`config.mk`:
```
export PLATFORM = sky130hd
export DESIGN_NAME = mspd_mul
export DESIGN_NICKNAME = d
export VERILOG_FILES = /design/src/sv/mspd_pkg.sv /design/src/sv/mspd_mul.sv
export SDC_FILE = /design/constraint.sdc
export NUM_CORES = 2
export LEC_CHECK = 0
export BUFFER_PORTS_ARGS = -buffer_cell sky130_fd_sc_hd__buf_2
export CORE_AREA = 2 2 345 347
export DETAILED_ROUTE_END_ITERATION = 12
export DIE_AREA = 0 0 347 349
export SLEW_MARGIN = 20
export SYNTH_ARGS = -nofsm -noshare
export SYNTH_HDL_FRONTEND = slang
export SYNTH_SLANG_ARGS = --single-unit
```
`constraint.sdc`:
```
create_clock -name i_clk -period 8.25 [get_ports i_clk]
set_clock_uncertainty 0.05 [all_clocks]
set_input_delay 1.2375 -clock i_clk [delete_from_list [all_inputs] [get_ports i_clk]]
set_output_delay 1.2375 -clock i_clk [all_outputs]
set_load 0.05 [all_outputs]
```
`src/sv/mspd_pkg.sv`:
```
// Package for motor_speed_pid_drive: field widths, register indexes, shared types.
// No dependencies.
`timescale 1ns / 1ps
`default_nettype none
package mspd_pkg;
    localparam int MulW  = 33;          // signed operand width of the shared multiplier
    localparam int ProdW = 2 * MulW;
    localparam int DivNW = 58;          // dividend / quotient width
    localparam int DivDW = 32;          // divisor width

    localparam logic [29:0] NsPerS  = 30'd1000000000;
    localparam logic [19:0] UsPerS  = 20'd1000000;
    localparam logic [15:0] TpmRst  = 16'd1000;

    typedef enum logic [2:0] {
        REG_MODE = 3'd0,
        REG_GP   = 3'd1,
        REG_GI   = 3'd2,
        REG_GD   = 3'd3,
        REG_TPM  = 3'd4,
        REG_OFF  = 3'd5,
        REG_SLP  = 3'd6
    } t_reg_idx;

    typedef struct packed {
        logic busy;
        logic done;
    } t_div_stat;

    // saturate a product to +-2^40
    function automatic logic signed [41:0] sat_term(input logic signed [ProdW-1:0] v);
        logic signed [ProdW-1:0] lim;
        lim = ProdW'(64'sd1 <<< 40);
        if (v > lim)       sat_term = 42'sd1 <<< 40;
        else if (v < -lim) sat_term = -(42'sd1 <<< 40);
        else               sat_term = v[41:0];
    endfunction
endpackage
`default_nettype wire

```
`src/sv/mspd_mul.sv`:
```
// Shared signed multiplier with registered product.
// Depends on mspd_pkg.
`timescale 1ns / 1ps
`default_nettype none
module mspd_mul (
    input  wire logic                              i_clk,
    input  wire logic signed [mspd_pkg::MulW-1:0]  i_a,
    input  wire logic signed [mspd_pkg::MulW-1:0]  i_b,
    output logic signed [mspd_pkg::ProdW-1:0]      o_prod
);
    logic signed [mspd_pkg::ProdW-1:0] r_prod;

    always_ff @(posedge i_clk) begin
        r_prod <= i_a * i_b;
    end

    assign o_prod = r_prod;
endmodule
`default_nettype wire

```
### Word level (Yosys, flattened, before mapping)

Cells that the tools add are included.

| storage, ports and cells | value |
|---|---|
| flip-flop bits (word level) | 66 |
| output and inout bits | 66 |
| logic and storage cells | 2 |

| cells by class | value |
|---|---|
| multipliers | 1 |

Operators by type and width:

| cell | number |
|---|---|
| $mul 33x33->66 | 1 |

### Longest topological paths before layout

| logic depth | value |
|---|---|
| depth after elaboration | 1 |
| depth in mapped cells | 27 |

### Worst setup path after synthesis

No wires, ideal clock.

| timing | value |
|---|---|
| path type | input to register |
| from | input port i_a[32] in the netlist's numbering |
| to | register r_prod (netlist bit o_prod[62]) |
| setup time | 0.079 ns |
| arrival | 8.395 ns |
| required time | 8.121 ns |
| slack | -0.274 ns |
| cell stages on the path | 23 |
| buffers on the path | 2 |
| path through | clkbuf_1 -> nand2_1 -> inv_1 -> fa_1 -> fa_1 -> fa_1 -> fa_1 -> fa_1 -> fa_1 -> fa_1 -> inv_1 -> fa_1 -> inv_1 -> ha_1 -> clkbuf_1 -> and3_1 -> nand3_1 -> nand2b_1 -> a2111oi_4 -> a211oi_4 -> a21o_2 -> a21o_1 -> a211oi_2 |

| on the way | value |
|---|---|
| word-level cells in the longest chain between the ends | 1 |

RTL lines:

| item | line | RTL |
|---|---|---|
| start, declared | mspd_mul.sv:7 | `input wire logic signed [mspd_pkg::MulW-1:0] i_a,` |
| $mul 33x33->66 | mspd_mul.sv:14 | `r_prod <= i_a * i_b;` |
| end signal, assigned | mspd_mul.sv:14 |  |
| end, declared | mspd_mul.sv:11 | `logic signed [mspd_pkg::ProdW-1:0] r_prod;` |

Every way passes these cells.

### Final worst setup path

| timing | value |
|---|---|
| from | input port i_a[20] in the netlist's numbering |
| to | register r_prod (netlist bit o_prod[64]) |

Same word-level chain as after synthesis.

==> impl_results.md <==
* GPL Wtd Cong at around 0.85
* EDFF count, synth at 0
* Initial antenna violation count at 13
* Post-synthesis sequential area ratio at 0.0324
* Outcome: finished, final reports clean
* Syn avg cell area at 9.39 µm²
* Clock transition at the registers of the reported paths at approximately 0.070 ns
* Post-synth top area share at 0.563
* Critical path endpoint category: flip-flop
* Max reg flops at 66
* Most used routing layer: met2
* Layout cells sized above 1 at 0.139
* Starting density of the core at 0.347
* M2 GR Usage at 0.336
* HP Start: i_b[0]
* CTS root buffer: clkbuf_16
* First-pass detailed-route iteration total at 5
* Global-route wire length before repair at ~180 mm
* Worst endpoint required time at approximately 8.5 ns
* CTS Buffer Depth at 2
* Synth unique cells at 80
* All-Layer GR Usage at 0.194
* Max Cap Viol at 0
* HPWL after DPL at just under 100 mm
* GR Overflow Total at 0
* Met3 GRT Util at 0.0261
* Placed Area at ~0.046 mm²
* F_max at between 100 and 150 MHz
* Setup total negative slack at 0 ns
* Placement row count at ~130
* Final setup violation count at 0
* Die width at between 300 and 400 µm
* Gate Count Post-Synth at ~4300
* Crit path DAT at ~8.4 ns
* Min-delay worst type: in -> reg
* Syn Nets at about 5800
* Synth area leaders: fa_1 56%, inv_1 10%, and2_1 8.6%
* PortBufs at 132
* Cell area after synthesis at approximately 0.04 mm²
* Die Y at approximately 350 µm
* Crit path kind: in -> reg
* Clock sink count at between 60 and 70
* DRC Markers at 0
* Avg Vias per Cell at around 4.7
* Final min period at 8.09 ns
* Core outline area at about 0.12 mm²
* TritonCTS buffer count at 9
* CTS H-tree lvls at 3
* Warnings from Yosys at 0
* ANT nets after route at 0
* Fin nets at 6119
* # IOs at about 130
* Async set-reset flop share out of synthesis at 0
* Vias in the first global route at roughly 33000
* Hold Vio Cnt, Final at 0
* DR iter-0 viols at 1477
* Synth Register Bits at 66
* Slew Limit Headroom at 0.509
* Final Instance Area at ~0.047 mm²
* Worst setup path startpoint: i_a[20]
* Largest net degree at the start of global routing at 29
* Worst Tran Pin Value at between 0.7 and 0.8 ns
* CTS tree: built
* Commonest register cell after synthesis: dfxtp_1
* Routing usage on met1 at 0.247
* Slew Limit Fails at 0
* Die area at 0.121 mm²
* Drt wl/cell at 17.6 µm
* Largest area contributor in the netlist: fa_1
* Routed wire length at around 110 mm
* Startpoint types: primary input
* Synth-to-Final Area Change at 14.7%
* Unrepaired setup endpoints after global routing: yes
* Crit-path max FO at 19
* Period utilisation layout at 0.981
* DR vias at about 29000
[worst max-delay path: stages]
cell and delay (ns):
buf_2 0.33, buf_6 0.27, and2_1 0.17, fa_1 0.43, fa_1 0.50, inv_1 0.06, fa_1 0.53, inv_1 0.05
fa_1 0.50, fa_1 0.65, fa_1 0.48, fa_1 0.50, inv_1 0.05, fa_1 0.47, inv_1 0.04, ha_1 0.28
nand2_1 0.17, o21bai_1 0.22, buf_4 0.16, a31oi_1 0.12, o221a_2 0.34, or2_2 0.33, nand3_4 0.13, a211oi_1 0.09
a311oi_1 0.24
[layer usage]
metal  wire, µm  vias to the layer above
li1           -                    13000
met1      44700                    15500
met2      56000                      689
met3       5060                      198
met4       4240                       10
met5         67                        -
[cell usage after synthesis, drive strengths merged, types with 12 or more instances]
cell type / n
a21o: 38
a21oi: 61
and2: 563
buf: 13
clkbuf: 208
dfxtp: 66
fa: 1145
ha: 217
inv: 1131
nand2: 551
nand2b: 12
nand3: 26
nand4: 12
nor2: 68
o21ai: 33
xnor2: 43
xor2: 25
[cell usage in the layout, fill, tap and decap left out, drive strengths merged, types with 25 or more instances in the layout]
cell	n
ha	217
inv	1131
a21o	38
nand3	26
dfxtp	66
and2	563
clkbuf	27
buf	546
xnor2	43
a21oi	61
o21ai	33
nor2	68
fa	1145
xor2	25
nand2	551
[logic make-up after synthesis]
| group | synth area share |
|---|---|
| fa+ha+maj | 0.629 |
| buf+inv | 0.125 |
| simple gates | 0.158 |
| compound gates | 0.0407 |
| xor+xnor | 0.0146 |
| flops | 0.0324 |
[repair_timing]
action                                  in CTS  in global routing
gates resized for setup                      3                 75
setup buffers                                0                  1
endpoints found under the setup margin       5                 28
pin swaps                                    0                 19
cloned                                       0                  0
hold buffers                                 0                  0
[layout make-up]
class / count / area, µm²
Fill cell: 11700 / 70700
Clock buffer: 11 / 253
Multi-Input combinational cell: 2920 / 34500
Sequential cell: 66 / 1320
Clock inverter: 5 / 100
Antenna cell: 4 / 10.0
Timing Repair Buffer: 562 / 4340
Tap cell: 1536 / 1920
Inverter: 1131 / 4250
[per-stage QoR]
stage	worst slack [ns]	cells	hold WS (ns)	utilization
after floorplan	0.00472	4338	1.31	-
after global placement	-0.566	6214	1.66	0.392
final	0.157	6235	1.50	0.398
after detailed placement	-0.670	6214	1.65	0.392
after CTS	0.0376	6230	1.43	0.395
after global routing	-0.0198	6233	1.48	0.398
[path summary, 6_finish.rpt]
kind | endpoint | slack, ns | cells past startpoint
max | o_prod[64] | 0.16 | 25
min | o_prod[0] | 1.50 | 4
Power is not shown: default switching activity piles up to over one toggle a cycle in this logic, so the estimate is an artifact.
