**src/sv/mspd_pkg.sv**
```systemverilog
// Package for motor_speed_pid_drive: field widths, register indexes, shared types.
// No dependencies.
`timescale 1ns / 1ps
`default_nettype none
package mspd_pkg;
    localparam int MulW  = 33;          // signed operand width of the shared multiplier
    localparam int ProdW = 2 * MulW;
    localparam int DivNW = 58;          // dividend / quotient width
    localparam int DivDW = 32;          // divisor width

    localparam logic [29:0] NsPerS  = 30'd1000000000;
    localparam logic [19:0] UsPerS  = 20'd1000000;
    localparam logic [15:0] TpmRst  = 16'd1000;

    typedef enum logic [2:0] {
        REG_MODE = 3'd0,
        REG_GP   = 3'd1,
        REG_GI   = 3'd2,
        REG_GD   = 3'd3,
        REG_TPM  = 3'd4,
        REG_OFF  = 3'd5,
        REG_SLP  = 3'd6
    } t_reg_idx;

    typedef struct packed {
        logic busy;
        logic done;
    } t_div_stat;

    // saturate a product to +-2^40
    function automatic logic signed [41:0] sat_term(input logic signed [ProdW-1:0] v);
        logic signed [ProdW-1:0] lim;
        lim = ProdW'(64'sd1 <<< 40);
        if (v > lim)       sat_term = 42'sd1 <<< 40;
        else if (v < -lim) sat_term = -(42'sd1 <<< 40);
        else               sat_term = v[41:0];
    endfunction
endpackage
`default_nettype wire

```
**src/sv/mspd_div.sv**
```systemverilog
// Restoring unsigned divider, one quotient bit per cycle.
// Depends on mspd_pkg.
`timescale 1ns / 1ps
`default_nettype none
module mspd_div (
    input  wire logic                          i_clk,
    input  wire logic                          i_rst_n,
    input  wire logic                          i_start,
    input  wire logic [mspd_pkg::DivNW-1:0]    i_num,
    input  wire logic [mspd_pkg::DivDW-1:0]    i_den,
    output logic [mspd_pkg::DivNW-1:0]         o_quo,
    output mspd_pkg::t_div_stat                o_stat
);
    localparam int CntW = $clog2(mspd_pkg::DivNW);

    logic [mspd_pkg::DivDW-1:0] r_rem, r_den;
    logic [mspd_pkg::DivNW-1:0] r_quo;
    logic [CntW-1:0]            r_cnt;
    logic                       r_busy, r_done;
    logic [mspd_pkg::DivDW:0]   rem_sh, rem_sub;
    logic                       q_bit;

    always_comb begin
        rem_sh  = {r_rem, r_quo[mspd_pkg::DivNW-1]};
        rem_sub = rem_sh - {1'b0, r_den};
        q_bit   = (rem_sh >= {1'b0, r_den});
    end

    always_ff @(posedge i_clk) begin
        if (!i_rst_n) begin
            r_busy <= 1'b0;
            r_done <= 1'b0;
            r_cnt  <= '0;
        end else begin
            r_done <= 1'b0;
            if (i_start) begin
                r_busy <= 1'b1;
                r_cnt  <= CntW'(mspd_pkg::DivNW - 1);
            end else if (r_busy) begin
                r_cnt <= r_cnt - 1'b1;
                if (r_cnt == '0) begin
                    r_busy <= 1'b0;
                    r_done <= 1'b1;
                end
            end
        end
    end

    always_ff @(posedge i_clk) begin
        if (i_start) begin
            r_rem <= '0;
            r_den <= i_den;
            r_quo <= i_num;
        end else if (r_busy) begin
            r_rem <= q_bit ? rem_sub[mspd_pkg::DivDW-1:0] : rem_sh[mspd_pkg::DivDW-1:0];
            r_quo <= {r_quo[mspd_pkg::DivNW-2:0], q_bit};
        end
    end

    assign o_quo       = r_quo;
    assign o_stat.busy = r_busy;
    assign o_stat.done = r_done;
endmodule
`default_nettype wire

```
**config.mk**
```make
export PLATFORM = sky130hd
export DESIGN_NAME = mspd_div
export DESIGN_NICKNAME = d
export VERILOG_FILES = /design/src/sv/mspd_pkg.sv /design/src/sv/mspd_div.sv
export SDC_FILE = /design/constraint.sdc
export NUM_CORES = 1
export LEC_CHECK = 0
export ABC_AREA = 1
export ABC_CLOCK_PERIOD_IN_PS = 3000
export BUFFER_PORTS_ARGS = -buffer_cell sky130_fd_sc_hd__buf_2
export CORE_MARGIN = 5
export CORE_UTILIZATION = 51
export DETAILED_ROUTE_END_ITERATION = 10
export PLACE_DENSITY = 0.77
export RECOVER_POWER = 50
export SETUP_SLACK_MARGIN = 0.5
export SLEW_MARGIN = 10
export SYNTH_ARGS = -nofsm -noshare
export SYNTH_HDL_FRONTEND = slang
export SYNTH_SLANG_ARGS = --single-unit
```
**constraint.sdc**
```tcl
create_clock -name i_clk -period 3 [get_ports i_clk]
set_input_delay 0.45 -clock i_clk [delete_from_list [all_inputs] [get_ports i_clk]]
set_output_delay 0.45 -clock i_clk [all_outputs]
set_load 0.05 [all_outputs]
```
* Word level (Yosys, flattened, before mapping) *
Cells that the tools add are included.
W data, S select, Z words.

word-level totals
  register bits = 130
  input bits = 93
  word-level logic and storage cells = 25

cells by class
  $add $sub $neg = 2
  magnitude comparators = 1
  mux-type cells = 9
  bitwise logic cells = 2
  reduce and logical (&&, ||, !) cells = 4

operator list
  operator               number
  $mux W58               2
  $ge A33 B32 Y1         1
  $mux W32               1
  $sub A32 B32 Y32       1
  $mux W6                2
  $logic_not A6 Y1       1
  $sub A6 B1 Y6 const B  1
  $mux W1                4
  $reduce_or A3 Y1       1
  $not A1 Y1             2
  $reduce_bool A2 Y1     1
  $reduce_or A2 Y1       1

* Depth between registers and ports, before layout *
  depth in word-level cells = 4
  depth in mapped cells = 17
  mapped depth without buffers = 16

* Worst setup path before layout *
No wires, ideal clock.

  path type = input to register
  start = in i_start
  end = reg r_quo, in the netlist o_quo[0], enable pin
  setup time = 0.446 ns
  data arrival time = 2.724 ns
  required time = 2.554 ns
  path slack = -0.170 ns
  stages on the path = 4
  cell sequence = clkbuf_1 -> nor2_1 -> inv_1 -> clkbuf_1

on the way
  word-level cells in the longest chain between the ends = 1

ends and longest elaborated chain
  what                          RTL line        source
  start, declared               mspd_div.sv:8   input wire logic i_start,
  $reduce_bool A2 Y1 (no line)  -
  end signal, assigned          mspd_div.sv:53  r_quo <= i_num;
  end signal, assigned          mspd_div.sv:56  r_quo <= {r_quo[mspd_pkg::DivNW-2:0], q_bit};
  end, declared                 mspd_div.sv:17  logic [mspd_pkg::DivNW-1:0] r_quo;

No other way between the ends.
A chain may end at the register's enable or synchronous reset.

* Worst setup path after layout *
  start = in i_start
  end = reg r_quo, in the netlist o_quo[19] (data pin)

on the way
  word-level cells in the longest chain between the ends = 1

ends and longest elaborated chain
  what      RTL line        source
  $mux W58  mspd_div.sv:50  if (i_start) begin

No other way between the ends.

==> impl_metrics.py <==
metrics = {
    "cells_and_area": {
        "areaGrowthSynthToFinish_pct": 19.2,
        "final_common_cell": "nand2_1",
        "drive_gt1_share_pct": 16.8,
        "layout_common_cells": "491 x nand2_1, 180 x inv_1, 144 x buf_2",
        "stdcell_area_mm2": 0.00955,
        "num-nets-final": 1394,
        "antennaDiodeCount": 0,
        "utilization_pct": 62.3,
    },
    "timing": {
        "worst_hold_slack_ns": 0.198,
        "slew_violations": 26,
        "slew_headroom_pct": -0.728,
        "period_share_pct": 79.8,
        "hold_violations": 0,
        "fin_crit_ns": 2.39,
        "fin_worst_skew_ns": 0.0114,
        "finalSetupTns_ns": 0,
        "layout_setup_ws_ns": 0.607,
        "fmax_mhz": 418,
        "worstMarginPinSlew_ns": 1.51,
        "grt_setup_unrepaired": "yes",
        "setup_viol": 0,
    },
    "run_status": {
        "status": "complete, but fails checks",
        "violations": "capacitance limit, slew limit",
    },
    "global_routing": {
        "antenna_found_initial": 0,
        "gr-total-overflow": 0,
        "grt_use_total_pct": 23.7,
        "grt_pass1_vias": 7297,
        "grt_pass1_wl_um": 34800,
        "grt_max_degree": 59,
    },
    "routing": {
        "wl_per_cell_um": 14.3,
        "vias": 7446,
        "drt-vias-per-instance": 4.99,
        "drt_iter0_drc": 466,
        "drt-total-wl_um": 21300,
        "first_pass_iters": 5,
        "drc": 0,
        "drtAntennaViolNets": 0,
    },
    "worst_setup_path": {
        "crit_required_ns": 3.18,
        "timing.rr.start": "r_den[20]",
        "r2r_cells": 11,
        "rr_endpoint": "r_rem[26]",
        "start_kind": "primary input",
        "crit_type": "in -> reg",
        "crit_fanout": 58,
        "end_kind": "flop",
        "reg2reg_setup_slack_ns": 0.62,
        "crit_arrival_ns": 2.58,
    },
    "power_and_ir_drop": {
        "powerDensity_mw_per_mm2": 514,
        "leakagePower_nw": 5.14,
        "peakVddDrop_mv": 0.463,
    },
    "synth": {
        "syn_nets": 1243,
        "syn_area_mm2": 0.00801,
        "yosys_warnings": 0,
        "synth-main-ff-cell": "edfxtp_1",
        "avgSynthCellArea_um2": 7.18,
        "synthArstFlopShare_pct": 0,
        "syn_inst": 1116,
        "yosys.cell_types.count": 40,
        "synth_edf_count": 90,
        "seq_area_frac_synth_pct": 43.8,
        "ys_ff_latch": 130,
    },
    "worst_hold_path": {
        "min_to": "r_den[20]",
        "worstHoldPathType": "in -> reg",
        "worstHoldStart": "i_den[20]",
        "holdPathStages": 1,
    },
    "clock_network": {
        "clkTransAtPathRegs_ns": 0.06,
        "cts_buffers": 17,
        "cts_root_buf": "clkbuf_16",
        "clock_latency_ns": 0.43,
        "cts_tree": "yes",
        "cts_max_level": 4,
        "cts.path.max_buffers": 2,
        "cts_hold_buf": 0,
        "clkSinkCount": 130,
    },
    "floorplanning": {
        "core_mm2": 0.0153,
        "num_rows": 45,
        "ios": 153,
        "die_x_um": 135,
        "die-area_mm2": 0.0183,
        "die_y_um": 135,
        "start_util_pct": 52.3,
    },
    "job": {
        "cap_violations": 1,
    },
    "placed_design": {
        "placed_area_mm2": 0.00896,
        "routabilityCongestion": 1.00,
        "hpwl_um": 16000,
        "place_ws_ns": 0.573,
        "port_buffers": 152,
    },
}
## sequential cells by signal (all words and copies together) (netlist names)
register and flops:
r_rem 32, r_cnt 6, r_done 1, r_den 32, o_quo 58, r_busy 1
## stage by stage
| step | std cells | total power, mW |
|---|---|---|
| floorplan | 1116 | 2.79 |
| global placement | 1457 | 3.04 |
| detailed placement | 1457 | 3.05 |
| CTS | 1489 | 4.95 |
| global route | 1491 | 5.10 |
| finish | 1491 | 4.91 |
## cell usage after synthesis, types with 2 or more instances
library cell / number / share of area (%)
xnor2_1: 13 / 1.4
buf_6: 2 / 0.28
nand4_1: 8 / 0.63
inv_2: 6 / 0.28
nand2_4: 2 / 0.28
nor2_1: 45 / 2.1
nand2_2: 6 / 0.47
nand3b_1: 14 / 1.3
edfxtp_1: 90 / 34
a21oi_1: 19 / 1.2
o21ai_0: 4 / 0.25
nand3_1: 83 / 5.2
nor2_2: 7 / 0.55
o21bai_1: 3 / 0.28
a31oi_1: 2 / 0.16
nor3_1: 4 / 0.25
o21ai_1: 12 / 0.75
dfxtp_1: 40 / 10
nand2_1: 491 / 23
buf_2: 5 / 0.31
ha_1: 33 / 5.2
clkbuf_1: 18 / 0.84
inv_1: 181 / 8.5
o21a_1: 2 / 0.19
and2_1: 3 / 0.23
buf_4: 4 / 0.38
clkinv_1: 5 / 0.23
nor4_1: 2 / 0.16
## per-layer routing
layer	track usage [%]	share of wire, %
met1	30.0	43
met2	39.2	46
met3	7.24	9.3
met4	7.17	2.3
met5	0	0
## where the power goes
group | switching (mW) | total, mW | internal (mW) | leakage [nW]
combinational | 0.644 | 0.868 | 0.224 | 3.66
clock | 0.830 | 1.90 | 1.07 | 0.245
sequential | 0.0661 | 2.14 | 2.08 | 1.23
## worst max path at each step
stage / from / to / slack, ns
2_1_floorplan: o_quo[57] / r_rem[30] / 0.66
3_3_place_gp: r_den[20] / r_rem[26] / 0.61
3_5_place_dp: r_den[20] / r_rem[26] / 0.57
4_1_cts: r_den[20] / r_rem[26] / 0.56
5_1_grt: i_start / r_cnt[5] / 0.37
6_report: i_start / o_quo[19] / 0.61
## critical path, cell delays in order
cell and delay [ns]:
clkbuf_1 1.07, clkinv_1 0.38, buf_4 0.42, nand2_1 0.17
nand2_1 0.05
## timing repair
action	4_1_cts	5_1_grt
setup endpoints to repair	0	33
buffers inserted	0	2
gates resized for setup	0	7
## kinds of logic (layout without fill, tap and decap cells)
family,count (synthesis),count (layout),synth area share (%)
buffers and inverters,222,386,10.9
xor gates and xnor gates,14,14,1.53
adders and majority gates,34,34,5.41
and+or+nand+nor,671,671,35.3
DFF,130,130,43.8
AOI/OAI and AO/OA,45,45,3.11
## area by class of cell
cell class,instances,area [µm²]
inverters,192,721
clock inverters,13,103
fillers,1425,5770
multi-input cells,764,3660
well taps,211,264
flip-flops and latches,130,3500
clock buffers,19,433
repair buffers,162,860
No activity file was read; power rests on OpenSTA's default activity.
